`src/mexp_pkg.sv`:
```
`default_nettype none

package mexp_pkg;

	localparam int BASE_W  = 32;
	localparam int DATA_W  = 32;
	localparam int INDEX_W = 2;
	localparam int CNT_W   = $clog2(BASE_W);

	localparam logic [INDEX_W-1:0] REG_MODULUS  = INDEX_W'(0);
	localparam logic [INDEX_W-1:0] REG_EXPONENT = INDEX_W'(1);

endpackage

`default_nettype wire

```
`src/mexp_mulmod.sv`:
```
`default_nettype none

module mexp_mulmod #(
	parameter int MOD_BITS = 31
) (
	input  wire logic                              clk,
	input  wire logic                              arst_n,
	input  wire logic                              start,
	input  wire logic [MOD_BITS-1:0]               op_a,
	input  wire logic [mexp_pkg::BASE_W-1:0]       op_b,
	input  wire logic [MOD_BITS-1:0]               op_m,
	output logic                                   done,
	output logic [MOD_BITS-1:0]                    prod
);

	localparam int T_W = MOD_BITS + 2;

	logic                          busy_q;
	logic                          done_q;
	logic [mexp_pkg::CNT_W-1:0]    cnt_q;
	logic [MOD_BITS-1:0]           r_q;
	logic [MOD_BITS-1:0]           a_q;
	logic [MOD_BITS-1:0]           m_q;
	logic [mexp_pkg::BASE_W-1:0]   b_q;

	logic [T_W-1:0] m_ext;
	logic [T_W-1:0] t_sum;
	logic [T_W-1:0] t_one;
	logic [T_W-1:0] t_two;

	always_comb begin
		m_ext = T_W'(m_q);
		t_sum = {1'b0, r_q, 1'b0} + (b_q[mexp_pkg::BASE_W-1] ? T_W'(a_q) : '0);
		t_one = (t_sum >= m_ext) ? t_sum - m_ext : t_sum;
		t_two = (t_one >= m_ext) ? t_one - m_ext : t_one;
	end

	always_ff @(posedge clk or negedge arst_n) begin
		if (!arst_n) begin
			busy_q <= 1'b0;
			done_q <= 1'b0;
			cnt_q  <= '0;
		end else begin
			done_q <= 1'b0;
			if (start) begin
				busy_q <= 1'b1;
				cnt_q  <= mexp_pkg::CNT_W'(mexp_pkg::BASE_W - 1);
			end else if (busy_q) begin
				cnt_q <= cnt_q - 1'b1;
				if (cnt_q == '0) begin
					busy_q <= 1'b0;
					done_q <= 1'b1;
				end
			end
		end
	end

	always_ff @(posedge clk) begin
		if (start) begin
			r_q <= '0;
			a_q <= op_a;
			b_q <= op_b;
			m_q <= op_m;
		end else if (busy_q) begin
			r_q <= t_two[MOD_BITS-1:0];
			b_q <= {b_q[mexp_pkg::BASE_W-2:0], 1'b0};
		end
	end

	assign done = done_q;
	assign prod = r_q;

endmodule

`default_nettype wire

```
`src/modular_exponentiation_core.sv`:
```
`default_nettype none

// channel   direction  handshake                 payload
// cmd       in         start & !busy             base_value
// result    out        done (one cycle)          power_result
// cfg       in         cfg_valid & cfg_ready     cfg_index, cfg_data
//
// Every modular multiply runs in the single shared shift-add-reduce unit.
// An item runs one reduction of the base, then S squarings (bit length of the
// exponent minus one) and P multiplies (set bits). A zero exponent or zero
// modulus skips the multiplier. Reset: idle, modulus 1, exponent 1.
// The result cannot be stalled; busy stays high until the done cycle ends.

module modular_exponentiation_core #(
	parameter int MOD_BITS = 31,
	parameter int EXP_BITS = 32
) (
	input  wire logic                               clk,
	input  wire logic                               arst_n,
	input  wire logic                               start,
	output logic                                    busy,
	input  wire logic [mexp_pkg::BASE_W-1:0]        base_value,
	output logic                                    done,
	output logic [MOD_BITS-1:0]                     power_result,
	input  wire logic                               cfg_valid,
	output logic                                    cfg_ready,
	input  wire logic [mexp_pkg::INDEX_W-1:0]       cfg_index,
	input  wire logic [mexp_pkg::DATA_W-1:0]        cfg_data
);

	localparam logic [2:0] ST_IDLE = 3'd0;
	localparam logic [2:0] ST_RED  = 3'd1;
	localparam logic [2:0] ST_MUL  = 3'd2;
	localparam logic [2:0] ST_SQR  = 3'd3;
	localparam logic [2:0] ST_OUT  = 3'd4;

	logic [2:0]                    state_q;
	logic                          go_q;
	logic [MOD_BITS-1:0]           modulus_q;
	logic [EXP_BITS-1:0]           exponent_q;
	logic [EXP_BITS-1:0]           erem_q;
	logic [MOD_BITS-1:0]           acc_q;
	logic [MOD_BITS-1:0]           pw_q;
	logic [mexp_pkg::BASE_W-1:0]   base_q;

	logic [MOD_BITS-1:0]           mm_a;
	logic [mexp_pkg::BASE_W-1:0]   mm_b;
	logic                          mm_done;
	logic [MOD_BITS-1:0]           mm_prod;
	logic [EXP_BITS-1:0]           erem_next;

	assign erem_next = erem_q >> 1;

	always_comb begin
		case (state_q)
			ST_RED: begin
				mm_a = MOD_BITS'(1);
				mm_b = base_q;
			end
			ST_MUL: begin
				mm_a = acc_q;
				mm_b = mexp_pkg::BASE_W'(pw_q);
			end
			default: begin
				mm_a = pw_q;
				mm_b = mexp_pkg::BASE_W'(pw_q);
			end
		endcase
	end

	mexp_mulmod #(
		.MOD_BITS(MOD_BITS)
	) u_mulmod (
		.clk    (clk),
		.arst_n (arst_n),
		.start  (go_q),
		.op_a   (mm_a),
		.op_b   (mm_b),
		.op_m   (modulus_q),
		.done   (mm_done),
		.prod   (mm_prod)
	);

	always_ff @(posedge clk or negedge arst_n) begin
		if (!arst_n) begin
			modulus_q  <= MOD_BITS'(1);
			exponent_q <= EXP_BITS'(1);
		end else if (cfg_valid && cfg_ready) begin
			case (cfg_index)
				mexp_pkg::REG_MODULUS:  modulus_q  <= cfg_data[MOD_BITS-1:0];
				mexp_pkg::REG_EXPONENT: exponent_q <= cfg_data[EXP_BITS-1:0];
				default: ;
			endcase
		end
	end

	always_ff @(posedge clk or negedge arst_n) begin
		if (!arst_n) begin
			state_q <= ST_IDLE;
			go_q    <= 1'b0;
		end else begin
			go_q <= 1'b0;
			case (state_q)
				ST_IDLE: begin
					if (start) begin
						if (exponent_q == '0 || modulus_q == '0) begin
							state_q <= ST_OUT;
						end else begin
							state_q <= ST_RED;
							go_q    <= 1'b1;
						end
					end
				end
				ST_RED: begin
					if (mm_done) begin
						state_q <= erem_q[0] ? ST_MUL : ST_SQR;
						go_q    <= 1'b1;
					end
				end
				ST_MUL: begin
					if (mm_done) begin
						if (erem_next == '0) begin
							state_q <= ST_OUT;
						end else begin
							state_q <= ST_SQR;
							go_q    <= 1'b1;
						end
					end
				end
				ST_SQR: begin
					if (mm_done) begin
						state_q <= erem_next[0] ? ST_MUL : ST_SQR;
						go_q    <= 1'b1;
					end
				end
				ST_OUT: state_q <= ST_IDLE;
				default: state_q <= ST_IDLE;
			endcase
		end
	end

	always_ff @(posedge clk) begin
		case (state_q)
			ST_IDLE: begin
				if (start) begin
					base_q <= base_value;
					erem_q <= exponent_q;
					if (exponent_q == '0) begin
						acc_q <= MOD_BITS'(1);
					end else if (modulus_q == MOD_BITS'(1) || modulus_q == '0) begin
						acc_q <= '0;
					end else begin
						acc_q <= MOD_BITS'(1);
					end
				end
			end
			ST_RED: begin
				if (mm_done) begin
					pw_q <= mm_prod;
				end
			end
			ST_MUL: begin
				if (mm_done) begin
					acc_q <= mm_prod;
				end
			end
			ST_SQR: begin
				if (mm_done) begin
					pw_q   <= mm_prod;
					erem_q <= erem_next;
				end
			end
			default: ;
		endcase
	end

	assign busy         = (state_q != ST_IDLE);
	assign done         = (state_q == ST_OUT);
	assign power_result = acc_q;
	assign cfg_ready    = 1'b1;

`ifndef SYNTHESIS
	a_accept_busy: assert property (@(posedge clk) disable iff (!arst_n)
		start && !busy |=> busy)
		else $error("accepted word did not raise busy");

	a_done_once: assert property (@(posedge clk) disable iff (!arst_n)
		done |=> !done && !busy)
		else $error("result strobe longer than one cycle");

	a_result_range: assert property (@(posedge clk) disable iff (!arst_n)
		done && exponent_q != '0 && modulus_q != '0 |-> power_result < modulus_q)
		else $error("result not reduced by modulus");

	a_unit_idle: assert property (@(posedge clk) disable iff (!arst_n)
		state_q == ST_IDLE || state_q == ST_OUT |-> !go_q)
		else $error("multiplier launched outside a work state");
`endif

endmodule

`default_nettype wire

```
`config.mk`:
```
export PLATFORM = sky130hd
export DESIGN_NAME = modular_exponentiation_core
export DESIGN_NICKNAME = d
export VERILOG_FILES = /design/src/mexp_pkg.sv /design/src/mexp_mulmod.sv /design/src/modular_exponentiation_core.sv
export SDC_FILE = /design/constraint.sdc
export NUM_CORES = 1
export LEC_CHECK = 0
export BUFFER_PORTS_ARGS = -buffer_cell sky130_fd_sc_hd__buf_2
export CAP_MARGIN = 10
export CELL_PAD_IN_SITES_DETAIL_PLACEMENT = 0
export CELL_PAD_IN_SITES_GLOBAL_PLACEMENT = 1
export CORE_MARGIN = 5
export CORE_UTILIZATION = 54
export CTS_CLUSTER_DIAMETER = 50
export DETAILED_ROUTE_END_ITERATION = 8
export PLACE_DENSITY = 0.95
export SLEW_MARGIN = 25
export SYNTH_ARGS = -nofsm -noshare
export SYNTH_HDL_FRONTEND = slang
export SYNTH_HIERARCHICAL = 1
export SYNTH_SLANG_ARGS = --single-unit
```
`constraint.sdc`:
```
create_clock -name clk -period 13.7 [get_ports clk]
set_input_delay 2.74 -clock clk [delete_from_list [all_inputs] [get_ports clk]]
set_output_delay 2.74 -clock clk [all_outputs]
set_load 0.05 [all_outputs]
```
==> results_dict.tcl, run 1 <==
set metrics [dict create \
    via_per_inst 6.23 \
    area.growth.synth_to_final_pct 11.7 \
    globalRouteMet2Util_pct 41.2 \
    cts_tree "built" \
    grt_pass1_wl_um 77300 \
    finalClockSkew_ns 0.0247 \
    layout_min_cycle_time_ns 9.73 \
    antenna_found_initial 1 \
    ys_warn_count 6 \
    vdd_ir_drop_max_v 0.000133 \
    hp-class "flop to flop" \
    ant_nets 0 \
    cts_sinks 325 \
    gp_congestion 0.994 \
    fillCellCount 2749 \
    critPathKind "flop to flop" \
    status "finished, final reports clean" \
    pre_cts_ws_ns 3.88 \
    num_antenna_cells 0 \
    period_share_pct 71.0 \
    critical_path_required_ns 14.13 \
    max_freq_mhz 103 \
    postSynthNetCount 1908 \
    cts_root_buffer "clkbuf_16" \
    cp_common_cell "ha_1" \
    drcViolationCount 0 \
    clk_pin_slew_worst_paths_ns 0.07 \
    critPathArrivalTime_ns 10.16 \
    syn-instance-count 1741 \
    h-tree-depth 2 \
    top_usage_layer "met2" \
    grt-ovfl-total 0 \
    grt_util_met1_pct 32.4 \
    synth_cell_types 104 \
    cpPeakStageDelay_ns 0.70 \
    dpl_cell_area_sq_um 19900 \
    cts_hold_buf 0 \
    cts_setup_buffers 0 \
    core_sq_um 34700 \
    synth_async_sr_flop_share_pct 22.8 \
    dieArea_sq_um 39200 \
    cts_made_buffers 40 \
    drt_pass1_iterations 6 \
    io_buffers 102 \
    finalWorstSetupSlack_ns 3.97 \
    first_iter_violations 1167 \
    avgSynthCellArea_sq_um 11.0 \
    rsz0062_at_grt "no" \
    clock_latency_ns 0.55 \
    cap_viol_max_count 0 \
    timing.setup.tns_ns 0 \
    grt_usage_pct 24.6 \
    die_w_um 198 \
    cts_resized 0 \
    met3_usage_pct 3.22 \
    die_y_um 198 \
    power_density_nw_per_um2 108 \
    slowest_stage "o311ai_0" \
    row_count 68 \
    endpoint_kind "flop" \
    p_leak_nw 8.40 \
    ys_ff_latch 325 \
    ys.flop_type "edfxtp_1" \
    ys_seq_area_share_pct 47.6 \
    path_max_fanout 37 \
    cts.path.max_buffers 3 \
    initial_core_util_pct 55.0 \
    routed_wl_um 49100 \
    wl_per_cell_um 21.2 \
    nets 1991 \
    cp-start-kind "flop" \
    maxSlewHeadroom_pct 43.3 \
    pin_count 104 \
    synthesis.area_sq_um 19100 \
    design_area_sq_um 21300 \
    setup_viol 0 \
    layout-drive-gt1-share_pct 21.2 \
    synth_edf_count 220 \
    grt_max_degree 75 \
    grt_pass1_vias 14342 \
    hpwl_um 35500 \
    vias 14382 \
    drv_slew 0 \
    hold_viol 0 \
    tightest_slew_ns 0.851 \
]
-- cell usage after synthesis (all sizes together) (6+ instances only) --
master | n | area, sq um
a211o | 7 | 61.3
o211ai | 13 | 97.6
xor2 | 27 | 236
nand2 | 198 | 748
mux2 | 150 | 1810
o21bai | 8 | 60.1
mux2i | 6 | 60.1
edfxtp | 220 | 6610
o31ai | 11 | 96.3
clkbuf | 31 | 116
buf | 50 | 337
dfxtp | 31 | 621
nand2b | 20 | 125
a31oi | 7 | 50.1
ha | 94 | 1180
o21a | 23 | 174
and3 | 41 | 262
dfrtp | 72 | 1800
nand4 | 21 | 138
nor3 | 30 | 165
xnor2 | 41 | 359
inv | 62 | 233
a211oi | 12 | 110
a21oi | 85 | 440
and2 | 43 | 269
nor4 | 35 | 234
o41ai | 8 | 115
nor2 | 93 | 364
a2111oi | 11 | 160
a21o | 34 | 255
nand3 | 33 | 175
o21ai | 103 | 527
nor2b | 12 | 75.1
a311oi | 18 | 164
-- placed cells by master (no fill, tap or decap), types with 7 or more instances in the layout --
| cell type | Yosys | layout |
|---|---|---|
| a2111oi_2 | 7 | 7 |
| a211o_1 | 7 | 7 |
| a211oi_1 | 8 | 8 |
| a21o_1 | 34 | 34 |
| a21oi_1 | 81 | 80 |
| a311oi_1 | 17 | 17 |
| and2_1 | 43 | 42 |
| and3_1 | 40 | 40 |
| buf_2 | 26 | 102 |
| buf_4 | 5 | 19 |
| clkbuf_1 | 31 | 7 |
| clkbuf_16 | 0 | 43 |
| dfrtp_1 | 72 | 71 |
| dfxtp_1 | 31 | 31 |
| edfxtp_1 | 220 | 220 |
| ha_1 | 94 | 94 |
| inv_1 | 61 | 61 |
| mux2_2 | 116 | 116 |
| mux2_4 | 31 | 31 |
| nand2_1 | 196 | 196 |
| nand2b_1 | 20 | 20 |
| nand3_1 | 31 | 31 |
| nand4_1 | 20 | 20 |
| nor2_1 | 89 | 88 |
| nor2b_1 | 12 | 12 |
| nor3_1 | 27 | 27 |
| nor4_1 | 34 | 34 |
| o211ai_1 | 13 | 13 |
| o21a_1 | 22 | 22 |
| o21ai_0 | 62 | 62 |
| o21ai_1 | 38 | 38 |
| o21bai_1 | 8 | 8 |
| o31ai_1 | 10 | 10 |
| xnor2_1 | 41 | 41 |
| xor2_1 | 27 | 27 |
-- per-layer routing --
layer | vias up | wire length, um
li1 | 6686 | -
met1 | 7084 | 20500
met2 | 475 | 23900
met3 | 135 | 2650
met4 | 2 | 2040
met5 | - | 11
-- per-stage QoR --
step / cells / utilization, % / total power, mW / hold WS (ns)
global placement: 2237 / 57.3 / 1.22 / 0.456
detailed placement: 2237 / 57.3 / 1.23 / 0.457
CTS: 2310 / 61.4 / 2.33 / 0.478
global route: 2310 / 61.4 / 2.39 / 0.484
floorplan: 1741 / - / 1.19 / 0.441
finish: 2310 / 61.4 / 2.31 / 0.478
-- final cells by class --
| class | count | area (sq um) | area share, % |
|---|---|---|---|
| Inverter | 62 | 233 | 1.09 |
| Timing Repair Buffer | 122 | 664 | 3.12 |
| Sequential cell | 325 | 9080 | 42.6 |
| Clock inverter | 20 | 258 | 1.21 |
| Multi-Input combinational cell | 1273 | 9360 | 43.9 |
| Clock buffer | 53 | 1140 | 5.37 |
| Tap cell | 455 | 569 | 2.67 |
-- final timing paths --
check / from / to / slack (ns) / cells after the start
max: u_mulmod/b_q[31] / u_mulmod/prod[25] / 3.97 / 31
min: modulus_q[18] / u_mulmod/m_q[18] / 0.48 / 0
max reg2reg: u_mulmod/b_q[31] / u_mulmod/prod[25] / 3.97 / 31
min reg2reg: modulus_q[18] / u_mulmod/m_q[18] / 0.48 / 0
max in group asynchronous: arst_n / go_q / 10.86 / 2
min in group asynchronous: arst_n / exponent_q[28] / 2.31 / 2
-- cell families (layout without fill, tap and decap cells) --
| family | count (synthesis) | after routing | share of synthesized area (%) |
|---|---|---|---|
| xor+xnor | 68 | 68 | 3.12 |
| fa+ha+maj | 97 | 97 | 6.48 |
| buf+inv | 143 | 257 | 3.59 |
| simple gates | 558 | 558 | 14.7 |
| mux | 156 | 156 | 9.78 |
| other cells | 1 | 1 | 0.0197 |
| compound gates | 393 | 393 | 14.7 |
| flops | 325 | 325 | 47.6 |
-- sequential cells by signal (all words and copies together) (netlist names), 3 cells and up --
register        cells
base_q             32
erem_q             32
exponent_q         32
modulus_q          31
power_result       31
pw_q               31
state_q             3
u_mulmod/a_q       31
u_mulmod/b_q       32
u_mulmod/cnt_q      5
u_mulmod/m_q       31
u_mulmod/prod      31
-- power by group --
group,switching (mW),internal (mW)
clock,0.414,0.686
sequential,0.0344,1.09
combinational,0.0307,0.0583
total,0.479,1.83
-- critical path, delay by kind of cell, from the launching register on --
family | cells | cell delay, ns
mux | 1 | 0.40
fa+ha+maj | 4 | 1.41
simple gates | 10 | 2.19
compound gates | 13 | 4.44
buf+inv | 3 | 0.83
flops | 1 | 0.32
(Power assumes the default switching activity.)
==> run 2, diff against run 1 <==
- CORE_UTILIZATION: 54 -> 50
- PLACE_DENSITY: 0.95 -> 0.92
- clock period: 13.7 -> 9.9 ns (I/O delays scaled with it)
==> run 2 against run 1 <==
Fmax rose by 9.1%; clock skew fell by 0.0062 ns; register-to-register slack got worse by 3.0 ns; flip-flop and latch count did not move; routed wire length rose by 3.4%; worst hold slack got worse by 0.0094 ns; sequential share of layout area rose by 0.14 points; count of clock-buffer cells in the layout fell by 4; die area rose by 7.6%; highest routed layer is now met4.
==> results_dict.tcl, run 2 (synthesized netlist as in run 1, its figures left out) <==
set metrics [dict create \
    status "finished, final reports clean" \
    final_util_pct 56.4 \
    cts_made_buffers 36 \
    drt_pass1_iterations 7 \
    met1_length_um 22400 \
    cts_root_buffer "clkbuf_16" \
    initial_core_util_pct 50.7 \
    clockPowerShare_pct 44.3 \
    critical_path_required_ns 10.32 \
    hpwl_um 37900 \
    wl_per_cell_um 21.4 \
    timing.setup.tns_ns 0 \
    cpPeakStageDelay_ns 0.67 \
    finalPower_mw 3.00 \
    cp_top_family "compound AO/OA/AOI/OAI gates" \
    dieArea_sq_um 42200 \
    layoutNonFillerInstCount 2367 \
    via_per_inst 6.05 \
    io_buffers 102 \
    drv_slew 0 \
    pre_cts_ws_ns 1.10 \
    cts_setup_buffers 0 \
    area.growth.synth_to_final_pct 11.3 \
    maxSlewHeadroom_pct 30.3 \
    timing.rr.start "u_mulmod/b_q[31]" \
    grt_usage_pct 23.8 \
    cts.path.max_buffers 3 \
    die_y_um 205 \
    num_antenna_cells 0 \
    antenna_found_initial 0 \
    first_iter_violations 1225 \
    design_area_sq_um 21200 \
    cts_sinks 325 \
    period_share_pct 90.0 \
    cap_viol_max_count 0 \
    core_sq_um 37700 \
    p_sw_mw 0.634 \
    internal_power_mw 2.36 \
    row_count 71 \
    p_sw_share_pct 21.2 \
    final_common_cell "edfxtp_1" \
    endpoint_kind "flop" \
    setup.worst_path.start "u_mulmod/b_q[31]" \
    layout_min_cycle_time_ns 8.91 \
    grt_max_degree 75 \
    die_w_um 205 \
    cp-start-kind "flop" \
    combinationalPowerShare_pct 4.1 \
    hp-class "flop to flop" \
    gp_congestion 1.00 \
    vdd_ir_drop_max_v 0.000147 \
    clock_latency_ns 0.54 \
    critPathArrivalTime_ns 9.33 \
    cts_tree "built" \
    routed_wl_um 50700 \
    clk_pin_slew_worst_paths_ns 0.06 \
    hold_viol 0 \
    p_leak_nw 8.35 \
    critPathBufInv 4 \
    ant_nets 0 \
    routed.top_layer "met4" \
    h-tree-depth 2 \
    nets 1995 \
    max_freq_mhz 112 \
    setup_viol 0 \
    finalWorstSetupSlack_ns 0.986 \
    finalClockSkew_ns 0.0185 \
    layout-drive-gt1-share_pct 21.2 \
    drcViolationCount 0 \
    grt_pass1_vias 13917 \
    dpl_cell_area_sq_um 20000 \
    critPathKind "flop to flop" \
    rsz0062_at_grt "no" \
    holdCritStartpoint "modulus_q[13]" \
    cts_resized 0 \
    cts_hold_buf 0 \
    power_density_nw_per_um2 141 \
    path_max_fanout 19 \
    pin_count 104 \
    slowest_stage "o41a_1" \
    vias 14321 \
    post-place-cells 2301 \
    grt-ovfl-total 0 \
    wl_met3_um 3200 \
    tightest_slew_ns 1.04 \
    hold_ws_ns 0.469 \
    wl_met2_um 23500 \
    power_frac_seq_pct 51.7 \
    final_cell_mix "edfxtp_1 (220), nand2_1 (196), mux2_2 (116), buf_2 (101), ha_1 (94)" \
    grt_pass1_wl_um 78900 \
]
[run 2: worst paths after layout]
kind	endpoint	depth (start not counted)	slack, ns
max	u_mulmod/prod[19]	32	0.99
min	u_mulmod/m_q[13]	0	0.47
max reg2reg	u_mulmod/prod[19]	32	0.99
min reg2reg	u_mulmod/m_q[13]	0	0.47
max in group asynchronous	go_q	1	7.92
min in group asynchronous	exponent_q[4]	1	1.46
[run 2: worst reg2reg max path, delay by kind of cell (launching register included)]
kind                       cells  cell delay (ns)
buffers and inverters          4             0.58
and+or+nand+nor                9             1.99
muxes                          1             0.35
DFF                            1             0.45
AOI/OAI and AO/OA             14             4.19
adders and majority gates      4             1.26
[run 2: cell type report]
type	instances	area [sq um]
clock inverters	17	193
fillers	3233	16400
well taps	511	639
repair buffers	130	752
inverters	62	233
clock buffers	49	1000
multi-input cells	1273	9340
flip-flops and latches	325	9080
[run 2: per-layer routing]
metal | track usage (%) | vias up
met3 | 3.01 | 98
li1 | - | 6682
met5 | 0 | -
met1 | 33.9 | 6957
met2 | 38.0 | 584
met4 | 7.82 | 0
[run 2: power groups by stage]
stage	sequential, mW	clock, mW	combinational [mW]
3_5_place_dp	1.57	0	0.121
5_1_grt	1.55	1.41	0.133
3_3_place_gp	1.57	0	0.114
4_1_cts	1.55	1.35	0.123
2_1_floorplan	1.56	0	0.0875
6_report	1.55	1.33	0.122
==> run 3, diff against run 2 <==
- CORE_UTILIZATION: 50 -> 45
- PLACE_DENSITY: 0.92 -> 0.88
- RECOVER_POWER: default -> 100
- clock period: 9.9 -> 7.5 ns (I/O delays scaled with it)
==> run 3 against run 2 <==
Count of clock-buffer cells in the layout down 2; clock power grew 26%; critical endpoint is now u_mulmod/prod[3]; routed wire length is 5.2% higher; die area is 11% higher; sequential power rose by 32%; clock skew rose by 0.013 ns; global-route usage shrank 2.2 points; the flow now finishes with violations (setup timing); total power up 30%; first-iteration DRC count down 5.1%; cell area is 15% higher; fmax increased by 18%; combinational power up 31%.
==> results_dict.tcl, run 3 (synthesized netlist as in run 1, its figures left out) <==
set metrics [dict create \
    cts.path.max_buffers 3 \
    die_w_um 216 \
    grt_max_degree 75 \
    clockPowerShare_pct 43.3 \
    cpPeakStageDelay_ns 0.41 \
    num_antenna_cells 0 \
    drv_slew 0 \
    clk_pin_slew_worst_paths_ns 0.06 \
    period_share_pct 101 \
    power_density_nw_per_um2 159 \
    routed_wl_um 53400 \
    vdd_ir_drop_max_v 0.000186 \
    cts_hold_buf 0 \
    grt-ovfl-total 0 \
    critPathArrivalTime_ns 8.01 \
    hp-class "flop to flop" \
    endpoint_kind "flop" \
    final_cell_mix "buf_4 (268), edfxtp_1 (220), nand2_1 (194), mux2_2 (111), buf_2 (100)" \
    cts_made_buffers 37 \
    cts_root_buffer "clkbuf_16" \
    finalWorstSetupSlack_ns -0.0747 \
    finalClockSkew_ns 0.0312 \
    final_common_cell "buf_4" \
    initial_core_util_pct 45.5 \
    timing.rr.start "u_mulmod/b_q[31]" \
    die_y_um 216 \
    cap_viol_max_count 0 \
    critPathBufInv 8 \
    crit_cells 37 \
    clock_latency_ns 0.55 \
    drcViolationCount 0 \
    wl_per_cell_um 19.9 \
    rrSetupSlack_ns -0.07 \
    p_leak_nw 9.83 \
    slowest_stage "edfxtp_1" \
    vias 15278 \
    nets 2280 \
    row_count 75 \
    cp_top_family "compound AO/OA/AOI/OAI gates" \
    layout_min_cycle_time_ns 7.57 \
    setup.worst_path.start "u_mulmod/b_q[31]" \
    gp_congestion 0.974 \
    violations "setup timing" \
    area.growth.synth_to_final_pct 27.8 \
    p_sw_mw 0.846 \
    grt_pass1_wl_um 81800 \
    final_util_pct 58.1 \
    critical_path_required_ns 7.94 \
    internal_power_mw 3.04 \
    core_sq_um 41900 \
    combinationalPowerShare_pct 4.1 \
    hpwl_um 39400 \
    hold_viol 0 \
    grt_usage_pct 21.6 \
    status "finished, violations left" \
    reg2reg_depth 37 \
    first_iter_violations 1162 \
    layout-drive-gt1-share_pct 35.9 \
    max_freq_mhz 132 \
    rsz0062_at_grt "yes" \
    power_frac_seq_pct 52.6 \
    io_buffers 102 \
    antenna_found_initial 0 \
    p_sw_share_pct 21.8 \
    dieArea_sq_um 46600 \
    hold_ws_ns 0.468 \
    cp-start-kind "flop" \
    timing.critical_path.to "u_mulmod/prod[3]" \
    worstReg2RegEnd "u_mulmod/prod[3]" \
    ant_nets 0 \
    setup_viol 15 \
    drt_pass1_iterations 6 \
    via_per_inst 5.70 \
    maxSlewHeadroom_pct 4.71 \
    path_max_fanout 7 \
    tightest_slew_ns 1.43 \
    cts_tree "built" \
    cp_common_cell "buf_6" \
    grt_pass1_vias 15124 \
    cts_sinks 325 \
    critPathKind "flop to flop" \
    pin_count 104 \
    h-tree-depth 2 \
]
[run 3: worst min-delay path by stage]
stage	from	to	slack, ns	cells past startpoint
after floorplan	modulus_q[28]	u_mulmod/m_q[28]	0.44	0
after global placement	modulus_q[17]	u_mulmod/m_q[17]	0.45	0
after detailed placement	modulus_q[30]	u_mulmod/m_q[30]	0.46	0
after CTS	modulus_q[17]	u_mulmod/m_q[17]	0.47	0
after global routing	modulus_q[30]	u_mulmod/m_q[30]	0.49	0
final	modulus_q[30]	u_mulmod/m_q[30]	0.47	0
[run 3: per-stage QoR]
stage                     instance area (sq um)  worst slack (ns)  setup TNS (ns)  power (mW)  instances
after floorplan                           19100            0.0613               0        2.17       1741
after global placement                    22000            -0.219           -4.17        2.22       2581
after detailed placement                  22000            -0.416           -9.76        2.24       2581
after CTS                                 23900           -0.0213         -0.0421        3.92       2670
after global routing                      24400            -0.377           -9.12        4.02       2681
final                                     24400           -0.0747          -0.472        3.89       2681
[run 3: routing by layer]
metal | GRT usage, % | share of wire (%) | routed length [um]
met5 | 0 | 0 | 0
met4 | 6.32 | 3.1 | 1660
met3 | 3.35 | 5.7 | 3030
met2 | 35.2 | 47 | 24800
met1 | 30.1 | 45 | 23900
[run 3: power groups by stage]
| stage | logic [mW] | clock network [mW] | registers, mW |
|---|---|---|---|
| final | 0.160 | 1.68 | 2.04 |
| after global routing | 0.175 | 1.79 | 2.05 |
| after CTS | 0.162 | 1.71 | 2.04 |
| after detailed placement | 0.160 | 0 | 2.08 |
| after global placement | 0.150 | 0 | 2.07 |
| after floorplan | 0.115 | 0 | 2.06 |
[run 3: layout make-up]
cell class	count	area (sq um)
inverter	62	235
multi-input combinational	1274	10300
sequential	325	9080
timing repair buffer	413	2920
clock buffer	47	985
clock inverter	21	151
tap	539	674
fill	3467	17600
[run 3: worst reg2reg max path: cells and delay by family, from the launching register on]
family	cells	cell delay (ns)
flip-flops	1	0.41
adder cells (fa/ha/maj)	3	0.82
multiplexers	1	0.31
buffers and inverters	8	1.03
AND/OR/NAND/NOR	6	1.12
AO/OA/AOI/OAI	19	3.81
[run 3: timing repair]
| item | in CTS | in global routing |
|---|---|---|
| gates cloned | 4 | 2 |
| gates resized for setup | 106 | 91 |
| pin swaps | 55 | 63 |
| setup buffers | 20 | 11 |
| endpoints found under the setup margin | 31 | 31 |
